**src/sv/disk_block_bitmap_allocator_macros.svh**
```systemverilog
// Assertion macros used by the top-level RTL of the disk block bitmap allocator.
// Each macro expects a clock named clk and an active-low reset named arst_n in scope.
`ifndef DISK_BLOCK_BITMAP_ALLOCATOR_MACROS_SVH
`define DISK_BLOCK_BITMAP_ALLOCATOR_MACROS_SVH

// A property that must hold in the same cycle as its condition.
`define DBBA_ASSERT_NOW(lbl, pre, post, msg) \
	lbl: assert property (@(posedge clk) disable iff (!arst_n) (pre) |-> (post)) \
		else $error(msg);

// A property that must hold in the cycle after its condition.
`define DBBA_ASSERT_NEXT(lbl, pre, post, msg) \
	lbl: assert property (@(posedge clk) disable iff (!arst_n) (pre) |=> (post)) \
		else $error(msg);

`endif

```
**src/sv/dbba_pkg.sv**
```systemverilog
// Types, codes and helper functions of the disk block bitmap allocator.
// Used by the top level, the checker and the testbench; depends on nothing else.
package dbba_pkg;

	localparam int BMP_W  = 24;
	localparam int CNT_W  = 8;
	localparam int TRK_W  = 8;
	localparam int SEC_W  = 5;
	localparam int PREF_W = 6;
	localparam int FTRK_W = 6;
	localparam int TOT_W  = 16;
	localparam int OP_W   = 3;
	localparam int STS_W  = 2;

	localparam logic [OP_W-1:0] OP_LOAD       = 3'd0;
	localparam logic [OP_W-1:0] OP_READ       = 3'd1;
	localparam logic [OP_W-1:0] OP_ALLOC_NEAR = 3'd2;
	localparam logic [OP_W-1:0] OP_ALLOC_DIR  = 3'd3;
	localparam logic [OP_W-1:0] OP_ALLOC_AT   = 3'd4;
	localparam logic [OP_W-1:0] OP_FREE_AT    = 3'd5;
	localparam logic [OP_W-1:0] OP_CLEAR      = 3'd6;

	localparam logic [STS_W-1:0] STS_OK        = 2'd0;
	localparam logic [STS_W-1:0] STS_BAD_TRACK = 2'd1;
	localparam logic [STS_W-1:0] STS_SAME      = 2'd2;
	localparam logic [STS_W-1:0] STS_NONE_FREE = 2'd3;

	typedef struct packed {
		logic [CNT_W-1:0] cnt;
		logic [BMP_W-1:0] bmp;
	} entry_t;

	typedef struct packed {
		logic             hit;
		logic [SEC_W-1:0] sec;
	} pick_t;

	function automatic logic [SEC_W-1:0] sectors_of(input logic [TRK_W-1:0] t);
		logic [SEC_W-1:0] n;
		if (t <= 8'd17)      n = 5'd21;
		else if (t <= 8'd24) n = 5'd19;
		else if (t <= 8'd30) n = 5'd18;
		else                 n = 5'd17;
		return n;
	endfunction

	// Lowest set bit below n, optionally ignoring sector 0.
	function automatic pick_t first_free(input logic [BMP_W-1:0] bmp,
			input logic [SEC_W-1:0] n, input logic skip0);
		pick_t p;
		p = '0;
		for (int s = BMP_W - 1; s >= 0; s--) begin
			if (bmp[s] && (SEC_W'(s) < n) && !(skip0 && s == 0)) begin
				p.hit = 1'b1;
				p.sec = SEC_W'(s);
			end
		end
		return p;
	endfunction

endpackage

```
**src/sv/dbba_ram.sv**
```systemverilog
// Generic single-clock RAM with one write port and one registered read port.
// Stand-alone; holds the per-track map entries of the allocator.
module dbba_ram #(
	parameter int WIDTH = 32,
	parameter int DEPTH = 35
) (
	input  logic                     clk,
	input  logic                     we,
	input  logic [$clog2(DEPTH)-1:0] waddr,
	input  logic [WIDTH-1:0]         wdata,
	input  logic                     re,
	input  logic [$clog2(DEPTH)-1:0] raddr,
	output logic [WIDTH-1:0]         rdata
);

	logic [WIDTH-1:0] mem_q [DEPTH];

	always_ff @(posedge clk) begin
		if (we) begin
			mem_q[waddr] <= wdata;
		end
		if (re) begin
			rdata <= mem_q[raddr];
		end
	end

endmodule

```
**src/sv/disk_block_bitmap_allocator.sv**
```systemverilog
// Top level of the disk block bitmap allocator: control sequencer and map RAM.
// Depends on dbba_pkg, dbba_ram and disk_block_bitmap_allocator_macros.svh.
//
// The allocator keeps a free bitmap and a free count for each track in a single
// map RAM with a registered read, plus a running free total that leaves out
// the directory track and a dirty flag. It works on one command at a time and
// returns one result beat for each command beat. Load, read, directory allocation,
// allocate-at and free-at step from acceptance through issuing the RAM read,
// modifying and writing back, and handing the result to the output register.
// Clear-dirty, unused and rejected commands go from acceptance straight to the
// hand-over. The nearest-track search reads one candidate track per cycle through
// the RAM read port, alternating above and below the preferred track. A result
// that waits for m_axis_tready holds the block for as long as it waits. Every
// track reads as empty after reset.
`include "disk_block_bitmap_allocator_macros.svh"

module disk_block_bitmap_allocator
	import dbba_pkg::*;
#(
	parameter int NUM_TRACKS      = 35,
	parameter int DIRECTORY_TRACK = 18
) (
	input  logic        clk,
	input  logic        arst_n,
	input  logic        s_axis_tvalid,
	output logic        s_axis_tready,
	// track[7:0], sector[12:8], start_track[18:13], load_count[26:19],
	// load_bitmap[50:27], zero padding[55:51]
	input  logic [55:0] s_axis_tdata,
	// operation[2:0]
	input  logic [2:0]  s_axis_tuser,
	output logic        m_axis_tvalid,
	input  logic        m_axis_tready,
	// found_track[5:0], found_sector[10:6], free_count[18:11], bitmap[42:19],
	// total_free[58:43], dirty[59], zero padding[63:60]
	output logic [63:0] m_axis_tdata,
	// status[1:0]
	output logic [1:0]  m_axis_tuser
);

	localparam int AW = $clog2(NUM_TRACKS);
	localparam int DW = $clog2(NUM_TRACKS + 1);
	localparam logic [TRK_W-1:0] NUM_T8 = TRK_W'(NUM_TRACKS);
	localparam logic [TRK_W-1:0] DIR_T8 = TRK_W'(DIRECTORY_TRACK);
	localparam logic             DIR_OK = (DIRECTORY_TRACK <= NUM_TRACKS);

	localparam logic [2:0] ST_IDLE = 3'd0;
	localparam logic [2:0] ST_READ = 3'd1;
	localparam logic [2:0] ST_EVAL = 3'd2;
	localparam logic [2:0] ST_SRCH = 3'd3;
	localparam logic [2:0] ST_OUT  = 3'd4;

	logic [2:0] state_q, state_d;

	logic [OP_W-1:0]   in_op;
	logic [TRK_W-1:0]  in_trk;
	logic [SEC_W-1:0]  in_sec;
	logic [PREF_W-1:0] in_pref;
	logic [CNT_W-1:0]  in_lcnt;
	logic [BMP_W-1:0]  in_lbmp;
	logic              s_acc;

	logic [OP_W-1:0]   op_q;
	logic [TRK_W-1:0]  trk_q;
	logic [SEC_W-1:0]  sec_q;
	logic [PREF_W-1:0] pref_q;
	logic [CNT_W-1:0]  lcnt_q;
	logic [BMP_W-1:0]  lbmp_q;

	logic [DW-1:0] d_q, d_d;
	logic          dir_q, dir_d;

	logic [NUM_TRACKS-1:0] valid_q;
	logic                  vld_s1;
	logic                  cand_vld_s1;
	logic [TRK_W-1:0]      cand_trk_s1;

	logic             rd_en;
	logic [TRK_W-1:0] rd_trk;
	logic [AW-1:0]    raddr;
	logic             we;
	logic [TRK_W-1:0] wtrk;
	logic [AW-1:0]    waddr;
	entry_t           wentry;
	entry_t           rdata;
	entry_t           ent;

	logic [TOT_W-1:0] tot_q, tot_d;
	logic             dirty_q, dirty_d;

	logic              res_ld;
	logic [STS_W-1:0]  res_sts, res_sts_q;
	logic [FTRK_W-1:0] res_ftrk, res_ftrk_q;
	logic [SEC_W-1:0]  res_fsec, res_fsec_q;
	entry_t            res_ent, res_ent_q;

	logic              out_ld;
	logic [STS_W-1:0]  out_sts_q;
	logic [FTRK_W-1:0] out_ftrk_q;
	logic [SEC_W-1:0]  out_fsec_q;
	entry_t            out_ent_q;
	logic [TOT_W-1:0]  out_tot_q;
	logic              out_dirty_q;

	logic [TRK_W-1:0] plus_t;
	logic [TRK_W-1:0] minus_t;
	logic [TRK_W-1:0] cand_t;
	logic             cand_ok;
	logic             minus_ok;
	logic             stop;
	pick_t            pick;
	logic             sec_bit;
	logic             in_trk_ok;

	assign in_op   = s_axis_tuser;
	assign in_trk  = s_axis_tdata[7:0];
	assign in_sec  = s_axis_tdata[12:8];
	assign in_pref = s_axis_tdata[18:13];
	assign in_lcnt = s_axis_tdata[26:19];
	assign in_lbmp = s_axis_tdata[50:27];

	assign s_axis_tready = (state_q == ST_IDLE);
	assign s_acc         = s_axis_tvalid && s_axis_tready;
	assign in_trk_ok     = (in_trk != '0) && (in_trk <= NUM_T8);

	assign ent     = vld_s1 ? rdata : '0;
	assign pick    = first_free(ent.bmp, sectors_of(cand_trk_s1), (op_q == OP_ALLOC_DIR));
	assign sec_bit = ent.bmp[sec_q];

	assign plus_t   = TRK_W'(pref_q) + TRK_W'(d_q);
	assign minus_t  = TRK_W'(pref_q) - TRK_W'(d_q);
	assign cand_t   = dir_q ? minus_t : plus_t;
	assign cand_ok  = (cand_t != '0) && (cand_t <= NUM_T8) && (cand_t != DIR_T8);
	assign minus_ok = (d_q != '0) && (TRK_W'(d_q) < TRK_W'(pref_q));
	assign stop     = !dir_q && ((d_q == DW'(NUM_TRACKS)) ||
		((plus_t > NUM_T8) && (TRK_W'(d_q) >= TRK_W'(pref_q))));

	assign raddr = AW'(rd_trk - 8'd1);
	assign waddr = AW'(wtrk - 8'd1);

	always_comb begin
		state_d  = state_q;
		d_d      = d_q;
		dir_d    = dir_q;
		rd_en    = 1'b0;
		rd_trk   = trk_q;
		we       = 1'b0;
		wtrk     = cand_trk_s1;
		wentry   = ent;
		dirty_d  = dirty_q;
		res_ld   = 1'b0;
		res_sts  = STS_OK;
		res_ftrk = '0;
		res_fsec = '0;
		res_ent  = '0;
		out_ld   = 1'b0;
		unique case (state_q)
			ST_IDLE: begin
				if (s_acc) begin
					unique case (in_op)
						OP_LOAD, OP_READ: begin
							if (in_trk_ok) begin
								state_d = ST_READ;
							end else begin
								res_ld  = 1'b1;
								res_sts = STS_BAD_TRACK;
								state_d = ST_OUT;
							end
						end
						OP_ALLOC_AT, OP_FREE_AT: begin
							if (in_trk_ok && in_sec < SEC_W'(BMP_W)) begin
								state_d = ST_READ;
							end else begin
								res_ld  = 1'b1;
								res_sts = STS_BAD_TRACK;
								state_d = ST_OUT;
							end
						end
						OP_ALLOC_NEAR: begin
							d_d     = '0;
							dir_d   = 1'b0;
							state_d = ST_SRCH;
						end
						OP_ALLOC_DIR: begin
							if (DIR_OK) begin
								state_d = ST_READ;
							end else begin
								res_ld  = 1'b1;
								res_sts = STS_BAD_TRACK;
								state_d = ST_OUT;
							end
						end
						OP_CLEAR: begin
							dirty_d = 1'b0;
							res_ld  = 1'b1;
							state_d = ST_OUT;
						end
						default: begin
							res_ld  = 1'b1;
							state_d = ST_OUT;
						end
					endcase
				end
			end
			ST_READ: begin
				rd_en   = 1'b1;
				rd_trk  = (op_q == OP_ALLOC_DIR) ? DIR_T8 : trk_q;
				state_d = ST_EVAL;
			end
			ST_EVAL: begin
				res_ld  = 1'b1;
				res_ent = ent;
				state_d = ST_OUT;
				unique case (op_q)
					OP_LOAD: begin
						we      = 1'b1;
						wentry  = '{cnt: lcnt_q, bmp: lbmp_q};
						res_ent = wentry;
					end
					OP_ALLOC_DIR: begin
						if (pick.hit) begin
							we         = 1'b1;
							wentry.bmp = ent.bmp & ~(BMP_W'(1) << pick.sec);
							wentry.cnt = ent.cnt - 8'd1;
							dirty_d    = 1'b1;
							res_ftrk   = cand_trk_s1[FTRK_W-1:0];
							res_fsec   = pick.sec;
							res_ent    = wentry;
						end else begin
							res_sts = STS_NONE_FREE;
							res_ent = '0;
						end
					end
					OP_ALLOC_AT: begin
						if (sec_bit) begin
							we         = 1'b1;
							wentry.bmp = ent.bmp & ~(BMP_W'(1) << sec_q);
							wentry.cnt = ent.cnt - 8'd1;
							dirty_d    = 1'b1;
							res_ent    = wentry;
						end else begin
							res_sts = STS_SAME;
						end
					end
					OP_FREE_AT: begin
						if (!sec_bit) begin
							we         = 1'b1;
							wentry.bmp = ent.bmp | (BMP_W'(1) << sec_q);
							wentry.cnt = ent.cnt + 8'd1;
							dirty_d    = 1'b1;
							res_ent    = wentry;
						end else begin
							res_sts = STS_SAME;
						end
					end
					default: begin
					end
				endcase
			end
			ST_SRCH: begin
				if (cand_vld_s1 && pick.hit) begin
					we         = 1'b1;
					wentry.bmp = ent.bmp & ~(BMP_W'(1) << pick.sec);
					wentry.cnt = ent.cnt - 8'd1;
					dirty_d    = 1'b1;
					res_ld     = 1'b1;
					res_ftrk   = cand_trk_s1[FTRK_W-1:0];
					res_fsec   = pick.sec;
					res_ent    = wentry;
					state_d    = ST_OUT;
				end else if (stop && !cand_vld_s1) begin
					res_ld  = 1'b1;
					res_sts = STS_NONE_FREE;
					state_d = ST_OUT;
				end else if (!stop) begin
					rd_en  = cand_ok;
					rd_trk = cand_t;
					if (!dir_q && minus_ok) begin
						dir_d = 1'b1;
					end else begin
						dir_d = 1'b0;
						d_d   = d_q + DW'(1);
					end
				end
			end
			ST_OUT: begin
				if (!m_axis_tvalid || m_axis_tready) begin
					out_ld  = 1'b1;
					state_d = ST_IDLE;
				end
			end
			default: begin
				state_d = ST_IDLE;
			end
		endcase
	end

	always_comb begin
		tot_d = tot_q;
		if (we && wtrk != DIR_T8) begin
			tot_d = tot_q - TOT_W'(ent.cnt) + TOT_W'(wentry.cnt);
		end
	end

	dbba_ram #(
		.WIDTH($bits(entry_t)),
		.DEPTH(NUM_TRACKS)
	) u_map_ram (
		.clk  (clk),
		.we   (we),
		.waddr(waddr),
		.wdata(wentry),
		.re   (rd_en),
		.raddr(raddr),
		.rdata(rdata)
	);

	always_ff @(posedge clk or negedge arst_n) begin
		if (!arst_n) begin
			state_q       <= ST_IDLE;
			d_q           <= '0;
			dir_q         <= 1'b0;
			valid_q       <= '0;
			vld_s1        <= 1'b0;
			cand_vld_s1   <= 1'b0;
			tot_q         <= '0;
			dirty_q       <= 1'b0;
			m_axis_tvalid <= 1'b0;
		end else begin
			state_q     <= state_d;
			d_q         <= d_d;
			dir_q       <= dir_d;
			cand_vld_s1 <= rd_en;
			vld_s1      <= rd_en && valid_q[raddr];
			tot_q       <= tot_d;
			dirty_q     <= dirty_d;
			if (we) begin
				valid_q[waddr] <= 1'b1;
			end
			if (out_ld) begin
				m_axis_tvalid <= 1'b1;
			end else if (m_axis_tready) begin
				m_axis_tvalid <= 1'b0;
			end
		end
	end

	always_ff @(posedge clk) begin
		if (s_acc) begin
			op_q   <= in_op;
			trk_q  <= in_trk;
			sec_q  <= in_sec;
			pref_q <= in_pref;
			lcnt_q <= in_lcnt;
			lbmp_q <= in_lbmp;
		end
		if (rd_en) begin
			cand_trk_s1 <= rd_trk;
		end
		if (res_ld) begin
			res_sts_q  <= res_sts;
			res_ftrk_q <= res_ftrk;
			res_fsec_q <= res_fsec;
			res_ent_q  <= res_ent;
		end
		if (out_ld) begin
			out_sts_q   <= res_sts_q;
			out_ftrk_q  <= res_ftrk_q;
			out_fsec_q  <= res_fsec_q;
			out_ent_q   <= res_ent_q;
			out_tot_q   <= tot_q;
			out_dirty_q <= dirty_q;
		end
	end

	assign m_axis_tuser = out_sts_q;
	assign m_axis_tdata = {4'b0, out_dirty_q, out_tot_q, out_ent_q.bmp, out_ent_q.cnt,
		out_fsec_q, out_ftrk_q};

	`DBBA_ASSERT_NOW(a_write_state, we, (state_q == ST_EVAL || state_q == ST_SRCH), "map write outside update")
	`DBBA_ASSERT_NOW(a_search_skips_dir, (we && state_q == ST_SRCH), (wtrk != DIR_T8), "search took directory track")
	`DBBA_ASSERT_NOW(a_search_bound, (state_q == ST_SRCH), (d_q <= DW'(NUM_TRACKS)), "search ran past last distance")
	`DBBA_ASSERT_NOW(a_result_source, $rose(m_axis_tvalid), ($past(state_q) == ST_OUT), "result beat without hand-over")
	`DBBA_ASSERT_NEXT(a_read_then_eval, (state_q == ST_READ), (state_q == ST_EVAL && cand_vld_s1), "read not followed by update")

endmodule

```
**config.mk**
```make
export PLATFORM = sky130hd
export DESIGN_NAME = disk_block_bitmap_allocator
export DESIGN_NICKNAME = d
export VERILOG_FILES = /design/src/sv/dbba_pkg.sv /design/src/sv/dbba_ram.sv /design/src/sv/disk_block_bitmap_allocator.sv
export VERILOG_INCLUDE_DIRS = /design/src /design/src/sv
export SDC_FILE = /design/constraint.sdc
export NUM_CORES = 2
export LEC_CHECK = 0
export ABC_AREA = 1
export BUFFER_PORTS_ARGS = -buffer_cell sky130_fd_sc_hd__clkbuf_2
export CAP_MARGIN = 20
export CORE_AREA = 2 2 368 370
export CTS_CLUSTER_DIAMETER = 150
export CTS_CLUSTER_SIZE = 20
export DETAILED_ROUTE_END_ITERATION = 10
export DIE_AREA = 0 0 370 372
export SETUP_SLACK_MARGIN = 0.5
export SLEW_MARGIN = 40
export SYNTH_ARGS = -nofsm -noshare
export SYNTH_HDL_FRONTEND = slang
export SYNTH_SLANG_ARGS = --single-unit
```
**constraint.sdc**
```tcl
create_clock -name clk -period 9.8 [get_ports clk]
set_input_delay 0.98 -clock clk [delete_from_list [all_inputs] [get_ports clk]]
set_output_delay 0.98 -clock clk [all_outputs]
set_load 0.01 [all_outputs]
```
==> impl_metrics.ini <==
[critical_path]
ff2ff_path_depth = 33
worst_ep_required_time_ns = 10.40
r2r_start = vld_s1$_DFF_PN0_
regToRegEndpoint = tot_q[15]$_DFFE_PN0P_
crit_fanout = 36
critPathArrivalTime_ns = 7.25
crit_type = reg2reg
slowest_delay_ns = 0.52
cpMostUsedCell = nand2_1
slowest_stage = o21ai_1
endpoint_kind = register
worstSetupStartpointType = register
reg2reg_slack_ns = 3.16

[global_route]
grt_usage_pct = 23.7
grt_max_degree = 172
grt_pass1_vias = 35900
antenna_found_initial = 3
grt_overflow_total = 0
grt_first_pass_wirelength_microns = 241000

[clock_tree]
clkSlewWorstSetupHoldPaths_ns = 0.09
post_cts_buffers = 0
cts-resized-gates = 0
cts_tree = done
cts_hold_buffers = 0
max-clock-path-buffers = 3
clkLatencyLatePin_ns = 0.70
htreeDepth = 3
cts.sinks = 1386
cts_made_buffers = 79
root_buffer = clkbuf_16

[routing]
wl_met2_microns = 75000
routed_wl_microns = 165000
met3_length_microns = 13700
highest_layer = met5
wl_per_cell_microns = 23.9
ant_nets = 0
firstDrtPassIters = 5
route.vias.total = 39200
viasPerCell = 5.67
wl_met1_microns = 71600
drc = 0
drt_iter0_drc = 5169

[power_and_ir_drop]
leakagePower_uw = 0.0239
clock_power_share_pct = 21.4
p_int_uw = 10100
comb_power_share_pct = 33.1
switchingPower_uw = 5780
seq_power_share_pct = 45.6
vdd_ir_drop_max_v = 0.000245
swShare_pct = 36.4
power.density_mw_per_mm2 = 245

[timing]
fmax_mhz = 151
skew_ns = 0.0315
fin_crit_sh_pct = 67.8
setup_tns_ns = 0
tightestPinTransition_ns = 0.901
fin_crit_ns = 6.64
final_max_slew_viol_count = 0
setup_viol = 0
hold_viol_final = 0
worst_slack_ns = 3.16
slew_headroom_pct = 39.9
rsz0062_at_grt = false

[final_layout]
final_cells = 6922
regArea_sq_mm = 0.0413
drive_gt1_share_pct = 8.81
fillers = 11900
finalNetCount = 5223
multiInputGateArea_sq_mm = 0.0151
syn2layout_area_growth_pct = 8.66
postLayoutCellArea_sq_mm = 0.0648
utilization_pct = 48.3
diodes = 0

[placement]
numPortBuffers = 121
dpl_cell_area_sq_mm = 0.0626
dpl_worst_slack_ns = 3.32
gp_congestion = 0.934
dp_cells = 6808
place_hpwl_microns = 92200

[worst_hold_path]
hold_class = in2async

[synth]
synthArstFlopShare_pct = 4.69
yosys_warnings = 0
synth_area_sq_mm = 0.0597
synth-main-ff-cell = edfxtp_1
syn-instance-count = 5079
synth_top_cell_by_area = edfxtp_1
synth-edff-count = 1321
yosysUniqueCellTypes = 64
synth.top_cell.area_share_pct = 66.5
postSynthAreaPerCell_sq_um = 11.7
yosys-top-cells-area = edfxtp_1 66%, o21ai_0 4.1%, nand3_1 4.0%
ys_ff_latch = 1386
yosysSeqAreaShare_pct = 69.2

[status]
status = complete, no violations

[die]
io_pins = 131
core_sq_mm = 0.134
fp-row-count = 135
dieArea_sq_mm = 0.138
start_util_pct = 44.4
die-width_microns = 370
die_h_microns = 372

[job]
drv_cap = 0
cells in the final DEF, fill, tap and decap left out, types with 27 or more instances in the layout:
master     Yosys  layout
dfrtp_1       65      65
nand2_1      559     556
inv_1        577     572
a21oi_1      322     321
nor2_1       310     272
edfxtp_1    1321    1321
o21ai_0      488     486
nor2_4         0      36
ha_1          39      38
o21ai_1       84      84
inv_2         24      27
clkbuf_2       2     120
clkbuf_16      0      80
o211ai_1     288     288
nor3_1        41      41
nand3_1      481     478
buf_4         49      95
power by group through the flow:
stage / Sequential, uW / Combinational (uW) / Clock, uW
CTS: 7240 / 5240 / 3460
global placement: 7380 / 5120 / 0
global route: 7270 / 5840 / 3650
detailed placement: 7370 / 5220 / 0
floorplan: 7350 / 3630 / 0
finish: 7240 / 5260 / 3400
layer usage:
metal  vias to the layer above  GRT usage (%)
met5                         -              0
met4                         2           7.18
met3                       273           3.06
met2                      1670           37.4
met1                     19200           34.5
li1                      18100              -
Yosys cell counts, types with 7 or more instances:
cell and n:
edfxtp_1 1321, inv_1 577, nand2_1 559, o21ai_0 488, nand3_1 481, a21oi_1 322
nor2_1 310, o211ai_1 288, clkbuf_1 106, buf_2 99, o21ai_1 84, dfrtp_1 65
buf_4 49, nor3_1 41, ha_1 39, inv_2 24, nand4_1 24, xor2_1 22
buf_1 19, or2_2 17, buf_6 13, o2111ai_1 13, fa_1 10, o21a_1 8
o21bai_1 8, o22ai_1 8, nand2_2 7, o221ai_1 7
cells by family after synthesis:
logic type	share of synthesized area, %
DFF	69.2
and+or+nand+nor	10.7
muxes	0.0168
buffers and inverters	6.36
adders and majority gates	1.15
other	0.00628
xor gates and xnor gates	0.455
AOI/OAI and AO/OA	12.1
through the flow:
step / total power, uW / hold slack [ns]
after floorplan: 11000 / 0.400
after global placement: 12500 / 0.402
after detailed placement: 12600 / 0.405
after CTS: 15900 / 0.379
after global routing: 16800 / 0.407
final: 15900 / 0.392
state kept, by name (all words and copies together) (netlist names), 16 cells and up:
signal,count
valid_q,35
u_map_ram.mem_q,1120
u_map_ram.rdata,32
out_tot_q,16
m_axis_tdata,32
lbmp_q,24
res_ent_q,32
tot_q,16
critical path, delay by kind of cell, from the launching register on:
kind | cells | cell delay (ns)
fa+ha+maj | 2 | 0.86
xor+xnor | 1 | 0.15
flops | 1 | 0.33
buf+inv | 3 | 0.78
simple gates | 11 | 1.54
compound gates | 16 | 2.90
area by class of cell:
class / count / share of cell area (%)
clock buffers: 105 / 3.23
multi-input cells: 2800 / 23.2
well taps: 1781 / 3.44
clock inverters: 6 / 0.170
repair buffers: 239 / 2.71
inverters: 605 / 3.54
flip-flops and latches: 1386 / 63.7
worst max path at each step:
stage | slack, ns | start | endpoint
4_1_cts | 3.29 | vld_s1$_DFF_PN0_ | tot_q[15]$_DFFE_PN0P_
3_3_place_gp | 3.32 | d_q[0]$_DFFE_PN0P_ | u_map_ram.rdata[6]$_DFFE_PP_
5_1_grt | 2.64 | cand_trk_s1[0]$_DFFE_PP_ | tot_q[15]$_DFFE_PN0P_
6_report | 3.16 | vld_s1$_DFF_PN0_ | tot_q[15]$_DFFE_PN0P_
2_1_floorplan | 3.98 | cand_trk_s1[0]$_DFFE_PP_ | u_map_ram.mem_q[8][0]$_DFFE_PP_
3_5_place_dp | 3.32 | vld_s1$_DFF_PN0_ | tot_q[15]$_DFFE_PN0P_
No activity file was read; power rests on OpenSTA's default activity.
